==> config.mk <==
export PLATFORM = sky130hd
export DESIGN_NAME = nmea_sentence_field_parser_core
export DESIGN_NICKNAME = d
export VERILOG_FILES = /design/src/hw/rtl/nsfp_pkg.sv /design/src/hw/rtl/nsfp_step.sv /design/src/hw/rtl/nmea_sentence_field_parser_core.sv
export SDC_FILE = /design/constraint.sdc
export NUM_CORES = 1
export LEC_CHECK = 0
export BUFFER_PORTS_ARGS = -buffer_cell sky130_fd_sc_hd__buf_2
export CAP_MARGIN = 10
export CORE_MARGIN = 2
export CORE_UTILIZATION = 46
export DETAILED_ROUTE_END_ITERATION = 16
export HOLD_SLACK_MARGIN = 0.15
export PLACE_DENSITY = 0.73
export SLEW_MARGIN = 20
export SYNTH_ARGS = -nofsm -noshare
export SYNTH_HDL_FRONTEND = slang
export SYNTH_HIERARCHICAL = 1
export SYNTH_SLANG_ARGS = --single-unit
==> constraint.sdc <==
create_clock -name clk -period 6.6 [get_ports clk]
set_clock_uncertainty 0.15 [all_clocks]
set_input_delay 0.66 -clock clk [delete_from_list [all_inputs] [get_ports clk]]
set_output_delay 0.66 -clock clk [all_outputs]
set_load 0.03 [all_outputs]
==> src/hw/rtl/nsfp_pkg.sv <==
`default_nettype none
package nsfp_pkg;

	// longest character-array field kept, and number of satellite slots
	localparam int unsigned FIELD_CHARS = 16;
	localparam int unsigned MAX_SATS    = 12;

	// sentence kinds
	localparam logic [2:0] KIND_NONE = 3'd0;
	localparam logic [2:0] KIND_GGA  = 3'd1;
	localparam logic [2:0] KIND_GSA  = 3'd2;
	localparam logic [2:0] KIND_GSV  = 3'd3;
	localparam logic [2:0] KIND_RMC  = 3'd4;

	// characters
	localparam logic [7:0] CH_DOLLAR = 8'h24;
	localparam logic [7:0] CH_STAR   = 8'h2A;
	localparam logic [7:0] CH_COMMA  = 8'h2C;
	localparam logic [7:0] CH_ZERO   = 8'h30;
	localparam logic [7:0] CH_ONE    = 8'h31;
	localparam logic [7:0] CH_A      = 8'h41;
	localparam logic [7:0] CH_C      = 8'h43;
	localparam logic [7:0] CH_G      = 8'h47;
	localparam logic [7:0] CH_S      = 8'h53;
	localparam logic [7:0] CH_V      = 8'h56;
	localparam logic [7:0] CH_X      = 8'h78;

	// destination field codes
	localparam logic [4:0] FC_FIX        = 5'd0;
	localparam logic [4:0] FC_SATS_USED  = 5'd1;
	localparam logic [4:0] FC_ALT        = 5'd2;
	localparam logic [4:0] FC_HOUR       = 5'd3;
	localparam logic [4:0] FC_MIN        = 5'd4;
	localparam logic [4:0] FC_SEC        = 5'd5;
	localparam logic [4:0] FC_DAY        = 5'd6;
	localparam logic [4:0] FC_MONTH      = 5'd7;
	localparam logic [4:0] FC_YEAR       = 5'd8;
	localparam logic [4:0] FC_RMC_STATUS = 5'd9;
	localparam logic [4:0] FC_LAT        = 5'd10;
	localparam logic [4:0] FC_NS         = 5'd11;
	localparam logic [4:0] FC_LON        = 5'd12;
	localparam logic [4:0] FC_EW         = 5'd13;
	localparam logic [4:0] FC_SPEED      = 5'd14;
	localparam logic [4:0] FC_COURSE     = 5'd15;
	localparam logic [4:0] FC_PRN        = 5'd16;
	localparam logic [4:0] FC_GSA_MODE   = 5'd17;
	localparam logic [4:0] FC_FIX_MODE   = 5'd18;
	localparam logic [4:0] FC_PDOP       = 5'd19;
	localparam logic [4:0] FC_HDOP       = 5'd20;
	localparam logic [4:0] FC_VDOP       = 5'd21;
	localparam logic [4:0] FC_IN_VIEW    = 5'd22;
	localparam logic [4:0] FC_SAT_ID     = 5'd23;
	localparam logic [4:0] FC_SNR        = 5'd24;
	localparam logic [4:0] FC_RMC_DONE   = 5'd25;

	typedef struct packed {
		logic       in_sentence;
		logic       type_known;
		logic [2:0] kind;
		logic [2:0] type_cnt;
		logic [7:0] ch4;
		logic [7:0] ch5;
		logic [7:0] field_num;
		logic [7:0] char_pos;
		logic [7:0] tens;
		logic [3:0] sat_slot;
	} nsfp_state_t;

	typedef struct packed {
		logic       valid;
		logic [4:0] code;
		logic [3:0] slot;
		logic [7:0] value;
	} nsfp_result_t;

	localparam nsfp_state_t ST_RESET = '{
		in_sentence: 1'b0,
		type_known:  1'b0,
		kind:        KIND_NONE,
		type_cnt:    3'd0,
		ch4:         CH_X,
		ch5:         CH_X,
		field_num:   8'd0,
		char_pos:    8'd0,
		tens:        8'd0,
		sat_slot:    4'd0
	};

	function automatic nsfp_result_t mk_result(input logic [4:0] code, input logic [3:0] slot,
			input logic [7:0] value);
		nsfp_result_t r;
		r.valid = 1'b1;
		r.code  = code;
		r.slot  = slot;
		r.value = value;
		return r;
	endfunction

endpackage
`default_nettype wire

==> src/hw/rtl/nsfp_step.sv <==
`default_nettype none
module nsfp_step
	import nsfp_pkg::*;
(
	input  wire nsfp_state_t  cur,
	input  wire logic [7:0]   rx_byte,
	output nsfp_state_t       nxt,
	output nsfp_result_t      res
);

	logic [7:0] f;
	logic [7:0] pos;
	logic [7:0] digit;
	logic [7:0] two_dig;
	logic [7:0] field_inc;
	logic [7:0] pos_inc;
	logic [2:0] cnt_inc;
	logic       pos_ok;
	logic [2:0] new_kind;

	assign f         = cur.field_num;
	assign pos       = cur.char_pos;
	assign digit     = rx_byte - CH_ZERO;
	assign two_dig   = cur.tens * 8'd10 + rx_byte - CH_ZERO;
	assign field_inc = cur.field_num + 8'd1;
	assign pos_inc   = (cur.char_pos == 8'hFF) ? cur.char_pos : cur.char_pos + 8'd1;
	assign cnt_inc   = cur.type_cnt + 3'd1;
	assign pos_ok    = (pos < 8'(FIELD_CHARS)) && (pos <= 8'd15);

	// later tests win
	always_comb begin
		new_kind = KIND_NONE;
		if (cur.ch4 == CH_G && cur.ch5 == CH_A) new_kind = KIND_GGA;
		if (cur.ch4 == CH_S && cur.ch5 == CH_A) new_kind = KIND_GSA;
		if (cur.ch5 == CH_V) new_kind = KIND_GSV;
		if (cur.ch5 == CH_C) new_kind = KIND_RMC;
	end

	always_comb begin
		nxt = cur;
		res = '0;
		if (!cur.in_sentence) begin
			if (rx_byte == CH_DOLLAR) begin
				nxt.in_sentence = 1'b1;
				nxt.type_cnt    = 3'd1;
				nxt.type_known  = 1'b0;
				nxt.kind        = KIND_NONE;
				nxt.field_num   = 8'd0;
				nxt.char_pos    = 8'd0;
			end
		end else if (!cur.type_known) begin
			if (rx_byte == CH_COMMA) begin
				nxt.kind       = new_kind;
				nxt.type_known = 1'b1;
				nxt.type_cnt   = 3'd1;
				nxt.field_num  = 8'd0;
				nxt.char_pos   = 8'd0;
			end else if (rx_byte == CH_STAR) begin
				nxt.in_sentence = 1'b0;
			end else begin
				if (cur.type_cnt == 3'd4) nxt.ch4 = rx_byte;
				else if (cur.type_cnt == 3'd5) nxt.ch5 = rx_byte;
				nxt.type_cnt = cnt_inc;
				if (cnt_inc == 3'd7 || cnt_inc == 3'd0) nxt.in_sentence = 1'b0;
			end
		end else if (cur.kind == KIND_NONE) begin
			// unknown type: this byte is swallowed
			nxt.kind        = KIND_NONE;
			nxt.type_known  = 1'b0;
			nxt.type_cnt    = 3'd1;
			nxt.in_sentence = 1'b0;
		end else if (rx_byte == CH_STAR) begin
			nxt.in_sentence = 1'b0;
			if (cur.kind == KIND_RMC) res = mk_result(FC_RMC_DONE, 4'd0, 8'd0);
		end else if (rx_byte == CH_COMMA) begin
			nxt.char_pos = 8'd0;
			if (cur.field_num != 8'hFF) begin
				nxt.field_num = field_inc;
				if (cur.kind == KIND_GSA && field_inc >= 8'd2 && field_inc <= 8'd13)
					res = mk_result(FC_PRN, 4'(field_inc - 8'd2), 8'd0);
			end
		end else begin
			nxt.char_pos = pos_inc;
			case (cur.kind)
				KIND_GGA: begin
					case (f)
						8'd5: res = mk_result(FC_FIX, 4'd0, rx_byte);
						8'd6: if (pos_ok) res = mk_result(FC_SATS_USED, pos[3:0], rx_byte);
						8'd8: if (pos_ok) res = mk_result(FC_ALT, pos[3:0], rx_byte);
						default: ;
					endcase
				end
				KIND_RMC: begin
					case (f)
						8'd0, 8'd8: begin
							case (pos)
								8'd0, 8'd2, 8'd4: nxt.tens = digit;
								8'd1: res = mk_result((f == 8'd0) ? FC_HOUR : FC_DAY, 4'd0, two_dig);
								8'd3: res = mk_result((f == 8'd0) ? FC_MIN : FC_MONTH, 4'd0, two_dig);
								8'd5: res = mk_result((f == 8'd0) ? FC_SEC : FC_YEAR, 4'd0, two_dig);
								default: ;
							endcase
						end
						8'd1: res = mk_result(FC_RMC_STATUS, 4'd0, rx_byte);
						8'd2: if (pos_ok) res = mk_result(FC_LAT, pos[3:0], rx_byte);
						8'd3: res = mk_result(FC_NS, 4'd0, rx_byte);
						8'd4: if (pos_ok) res = mk_result(FC_LON, pos[3:0], rx_byte);
						8'd5: res = mk_result(FC_EW, 4'd0, rx_byte);
						8'd6: if (pos_ok) res = mk_result(FC_SPEED, pos[3:0], rx_byte);
						8'd7: if (pos_ok) res = mk_result(FC_COURSE, pos[3:0], rx_byte);
						default: ;
					endcase
				end
				KIND_GSA: begin
					case (f) inside
						8'd0: res = mk_result(FC_GSA_MODE, 4'd0, rx_byte);
						8'd1: res = mk_result(FC_FIX_MODE, 4'd0, rx_byte);
						[8'd2:8'd13]: begin
							if (pos == 8'd0) nxt.tens = digit;
							else if (pos == 8'd1) res = mk_result(FC_PRN, 4'(f - 8'd2), two_dig);
						end
						8'd14: if (pos_ok) res = mk_result(FC_PDOP, pos[3:0], rx_byte);
						8'd15: if (pos_ok) res = mk_result(FC_HDOP, pos[3:0], rx_byte);
						8'd16: if (pos_ok) res = mk_result(FC_VDOP, pos[3:0], rx_byte);
						default: ;
					endcase
				end
				default: begin
					// satellites in view
					if (f == 8'd1) begin
						if (rx_byte == CH_ONE) nxt.sat_slot = 4'd0;
					end else if (f == 8'd2 || (f >= 8'd3 && f <= 8'd18 && f[1])) begin
						if (pos == 8'd0) begin
							nxt.tens = digit;
						end else if (pos == 8'd1) begin
							if (f == 8'd2) begin
								res = mk_result(FC_IN_VIEW, 4'd0, two_dig);
							end else if (f[0]) begin
								if (cur.sat_slot < 4'(MAX_SATS)) begin
									res = mk_result(FC_SAT_ID, cur.sat_slot, two_dig);
									nxt.sat_slot = cur.sat_slot + 4'd1;
								end
							end else if (cur.sat_slot != 4'd0) begin
								res = mk_result(FC_SNR, cur.sat_slot - 4'd1, two_dig);
							end
						end
					end
				end
			endcase
		end
	end

endmodule
`default_nettype wire

==> src/hw/rtl/nmea_sentence_field_parser_core.sv <==
`default_nettype none
// channel   dir  tdata fields (low bit up)                       tlast/tuser
// s_*       in   rx_byte[7:0]                                    none
// m_*       out  field_code[4:0], slot[8:5], value[16:9], zero   none
//
// one byte per cycle sustained while the output is not stalled: a byte is taken into
// the input register, parsed by the next-state logic once the output register is free,
// and its field write, if any, lands in the output register at the end of that cycle
// bytes that give no field write are consumed without touching the output
// reset clears the parser state to "waiting for '$'" with type chars 'x'
// a stalled output register holds the input register, which then drops s_tready
module nmea_sentence_field_parser_core
	import nsfp_pkg::*;
(
	input  wire logic        clk,
	input  wire logic        arst_n,
	input  wire logic        s_tvalid,
	output logic             s_tready,
	input  wire logic [7:0]  s_tdata,   // rx_byte[7:0]
	output logic             m_tvalid,
	input  wire logic        m_tready,
	output logic [23:0]      m_tdata    // field_code[4:0], slot[8:5], value[16:9], zeros
);

	// input register
	logic         valid_s1;
	logic [7:0]   byte_s1;

	// parser state
	nsfp_state_t  state_q;
	nsfp_state_t  state_nxt;
	nsfp_result_t step_res;

	// output register
	logic         out_valid_q;
	logic [4:0]   code_q;
	logic [3:0]   slot_q;
	logic [7:0]   value_q;

	logic         out_free;
	logic         advance;

	// output register can take a new result this cycle
	assign out_free = !out_valid_q || m_tready;
	// the byte held in stage 1 is parsed and retired
	assign advance  = valid_s1 && out_free;
	assign s_tready = !valid_s1 || out_free;

	always_ff @(posedge clk or negedge arst_n) begin
		if (!arst_n) begin
			valid_s1 <= 1'b0;
		end else if (s_tready) begin
			valid_s1 <= s_tvalid;
		end
	end

	always_ff @(posedge clk) begin
		if (s_tready && s_tvalid) begin
			byte_s1 <= s_tdata;
		end
	end

	nsfp_step u_step (
		.cur     (state_q),
		.rx_byte (byte_s1),
		.nxt     (state_nxt),
		.res     (step_res)
	);

	always_ff @(posedge clk or negedge arst_n) begin
		if (!arst_n) begin
			state_q <= ST_RESET;
		end else if (advance) begin
			state_q <= state_nxt;
		end
	end

	// result register: loaded on every retired byte that writes a field,
	// emptied once the downstream takes it
	always_ff @(posedge clk or negedge arst_n) begin
		if (!arst_n) begin
			out_valid_q <= 1'b0;
		end else if (out_free) begin
			out_valid_q <= advance && step_res.valid;
		end
	end

	always_ff @(posedge clk) begin
		if (advance && step_res.valid) begin
			code_q  <= step_res.code;
			slot_q  <= step_res.slot;
			value_q <= step_res.value;
		end
	end

	assign m_tvalid = out_valid_q;
	assign m_tdata  = {7'd0, value_q, slot_q, code_q};

	// a type that was never recognized always carries no kind
	a_kind_cleared: assert property (@(posedge clk) disable iff (!arst_n)
		!state_q.type_known |-> state_q.kind == KIND_NONE)
		else $error("type not known but kind set");

	// kind stays within the known set
	a_kind_range: assert property (@(posedge clk) disable iff (!arst_n)
		state_q.kind <= KIND_RMC)
		else $error("sentence kind out of range");

	// while the type is collected the count is in 1..6
	a_type_cnt: assert property (@(posedge clk) disable iff (!arst_n)
		state_q.in_sentence && !state_q.type_known |->
		state_q.type_cnt != 3'd0 && state_q.type_cnt != 3'd7)
		else $error("type char count out of range");

	// a retired byte with a field write shows up at the output next cycle
	a_result_lands: assert property (@(posedge clk) disable iff (!arst_n)
		advance && step_res.valid |=> out_valid_q)
		else $error("field write lost");

	// completion marker has no payload
	a_done_clean: assert property (@(posedge clk) disable iff (!arst_n)
		out_valid_q && code_q == FC_RMC_DONE |-> slot_q == 4'd0 && value_q == 8'd0)
		else $error("completion result carries payload");

endmodule
`default_nettype wire

==> flow_summary.yaml <==
die:
  die_h_um: 126.4
  initial_utilization_pct: 47.26
  coreArea_sq_um: 14590
  die_width_um: 126.4
  rows: 44
  die_area_sq_um: 15980
  ioPinCount: 38
cts:
  insertion_delay_ns: 0.35
  cts_made_buffers: 9
  cts.sinks: 78
  ctsHoldBuffers: 0
  cts_resized: 0
  path_clk_slew_ns: 0.06
  clk_path_buf_depth: 2
  root_buffer: "clkbuf_16"
  cts_setup_buffers: 0
  cts_tree: "done"
  cts_max_level: 3
final_layout:
  regArea_sq_um: 2087
  fillCellCount: 1316
  layout_common_cells: "nand2_1 (66), mux2_4 (54), dfrtp_1 (45), a21oi_1 (45), ha_1 (40)"
  drive_gt1_share_pct: 22.77
  nets: 765
  syn_to_final_growth_pct: 6.425
  final_common_cell: "nand2_1"
  fin_util_pct: 50.29
  multi_input_area_sq_um: 4413
  num_antenna_cells: 0
timing:
  fmax_mhz: 237.4
  maxSlewHeadroom_pct: 17.31
  rsz0062_at_grt: "no"
  hold_viol: 0
  tightest_slew_ns: 1.233
  setup_viol: 0
  post-route-period-util_pct: 63.83
  slew_viol_final: 0
  holdWs_ns: 0.3039
  setup_tns_ns: 0
  fin_crit_ns: 4.213
routing:
  wl_mm: 20.37
  viasPerCell: 6.490
  route.met3.wl_mm: 1.181
  met2_length_mm: 9.528
  wl_per_cell_um: 22.63
  drc: 0
  num_vias: 5841
  drt_iter0_drc: 641
  wl_met1_mm: 9.121
  firstDrtPassIters: 5
  maxUsedRoutingLayer: "met4"
  ant_nets: 0
grt:
  track_usage_pct: 24.80
  grt_max_degree: 54
  overflow: 0
  antenna_found_initial: 0
  grt_pass1_wl_mm: 31.24
  grt_pass1_vias: 5377
synthesis:
  syn_inst: 715
  syn_area_per_cell_sq_um: 9.642
  yosys_warnings: 6
  mappedNetlistArea_sq_um: 6894
setup_path:
  critPathKind: "flip-flop to flip-flop"
  end_kind: "flip-flop"
  cp_max_fo: 27
  cp.arrival_ns: 4.04
  path_delay_family: "simple AND/OR/NAND/NOR gates"
  cp-start-kind: "flip-flop"
  cp_num_buf_inv: 1
  cp_data_required_time_ns: 6.43
  cp_slowest_cell: "dfrtp_1"
  max_stage_delay_ns: 0.68
  cp_cell_sequence: "inv_1, ha_1, or3b_1, a2111oi_4, a31oi_1, nor2_2, o221ai_1, a31oi_1, nand2_1, nor2_2"
power:
  p_leak_nw: 3.185
  vdd_drop_max_uv: 163.1
  powerDensity_nw_per_um2: 181.9
  power_mw: 1.334
hold_path:
  holdCritPathClass: "primary input to asynchronous set/reset pin"
placement:
  place_hpwl_mm: 14.59
  gp_congestion: 0.9937
  io_buffers: 30
run_status:
  status: "completed"
run:
  maxCapViolations: 0
==> per-stage QoR <==
step	cells	setup WS [ns]	cell area, sq um
global route	900	2.107	7337
CTS	900	2.428	7337
detailed placement	884	2.437	7034
floorplan	721	2.625	6917
finish	900	2.387	7337
global placement	884	2.249	7032
==> metal layers <==
layer	vias up	global-route usage, %
met1	2914	34.56
li1	2665	-
met2	230	39.76
met4	0	7.434
met5	-	0
met3	32	4.007
==> area by class of cell <==
type	count	share of cell area [%]
Tap cell	184	3.138
Clock inverter	5	0.8186
Sequential cell	78	28.44
Timing Repair Buffer	35	2.558
Clock buffer	11	3.308
Multi-Input combinational cell	556	60.15
Inverter	31	1.586
==> flip-flops by register name, summed over array words and instances, names as in the netlist <==
register / count
valid_s1: 1
code_q: 5
slot_q: 4
value_q: 8
byte_s1: 8
m_tvalid: 1
state_q: 51
==> where the power goes <==
part	internal, mW	switching (mW)
clock network	0.303	0.212
registers	0.519	0.0487
logic	0.108	0.143
total	0.931	0.404
==> path summary, 6_finish.rpt <==
kind | slack [ns] | to | cells past startpoint | from
setup / recovery | 2.39 | code_q[1]$_DFFE_PP_ | 10 | state_q[22]$_DFFE_PN0P_
hold / removal | 0.30 | state_q[30]$_DFFE_PN0P_ | 2 | arst_n
max in group asynchronous | 5.49 | state_q[51]$_DFFE_PN0P_ | 2 | arst_n
min in group clk | 0.33 | byte_s1[5]$_DFFE_PP_ | 1 | s_tdata[5]
hold reg to reg | 0.38 | state_q[37]$_DFFE_PN0P_ | 1 | state_q[37]$_DFFE_PN0P_
setup reg to reg | 2.39 | code_q[1]$_DFFE_PP_ | 10 | state_q[22]$_DFFE_PN0P_
(Power assumes the default switching activity.)
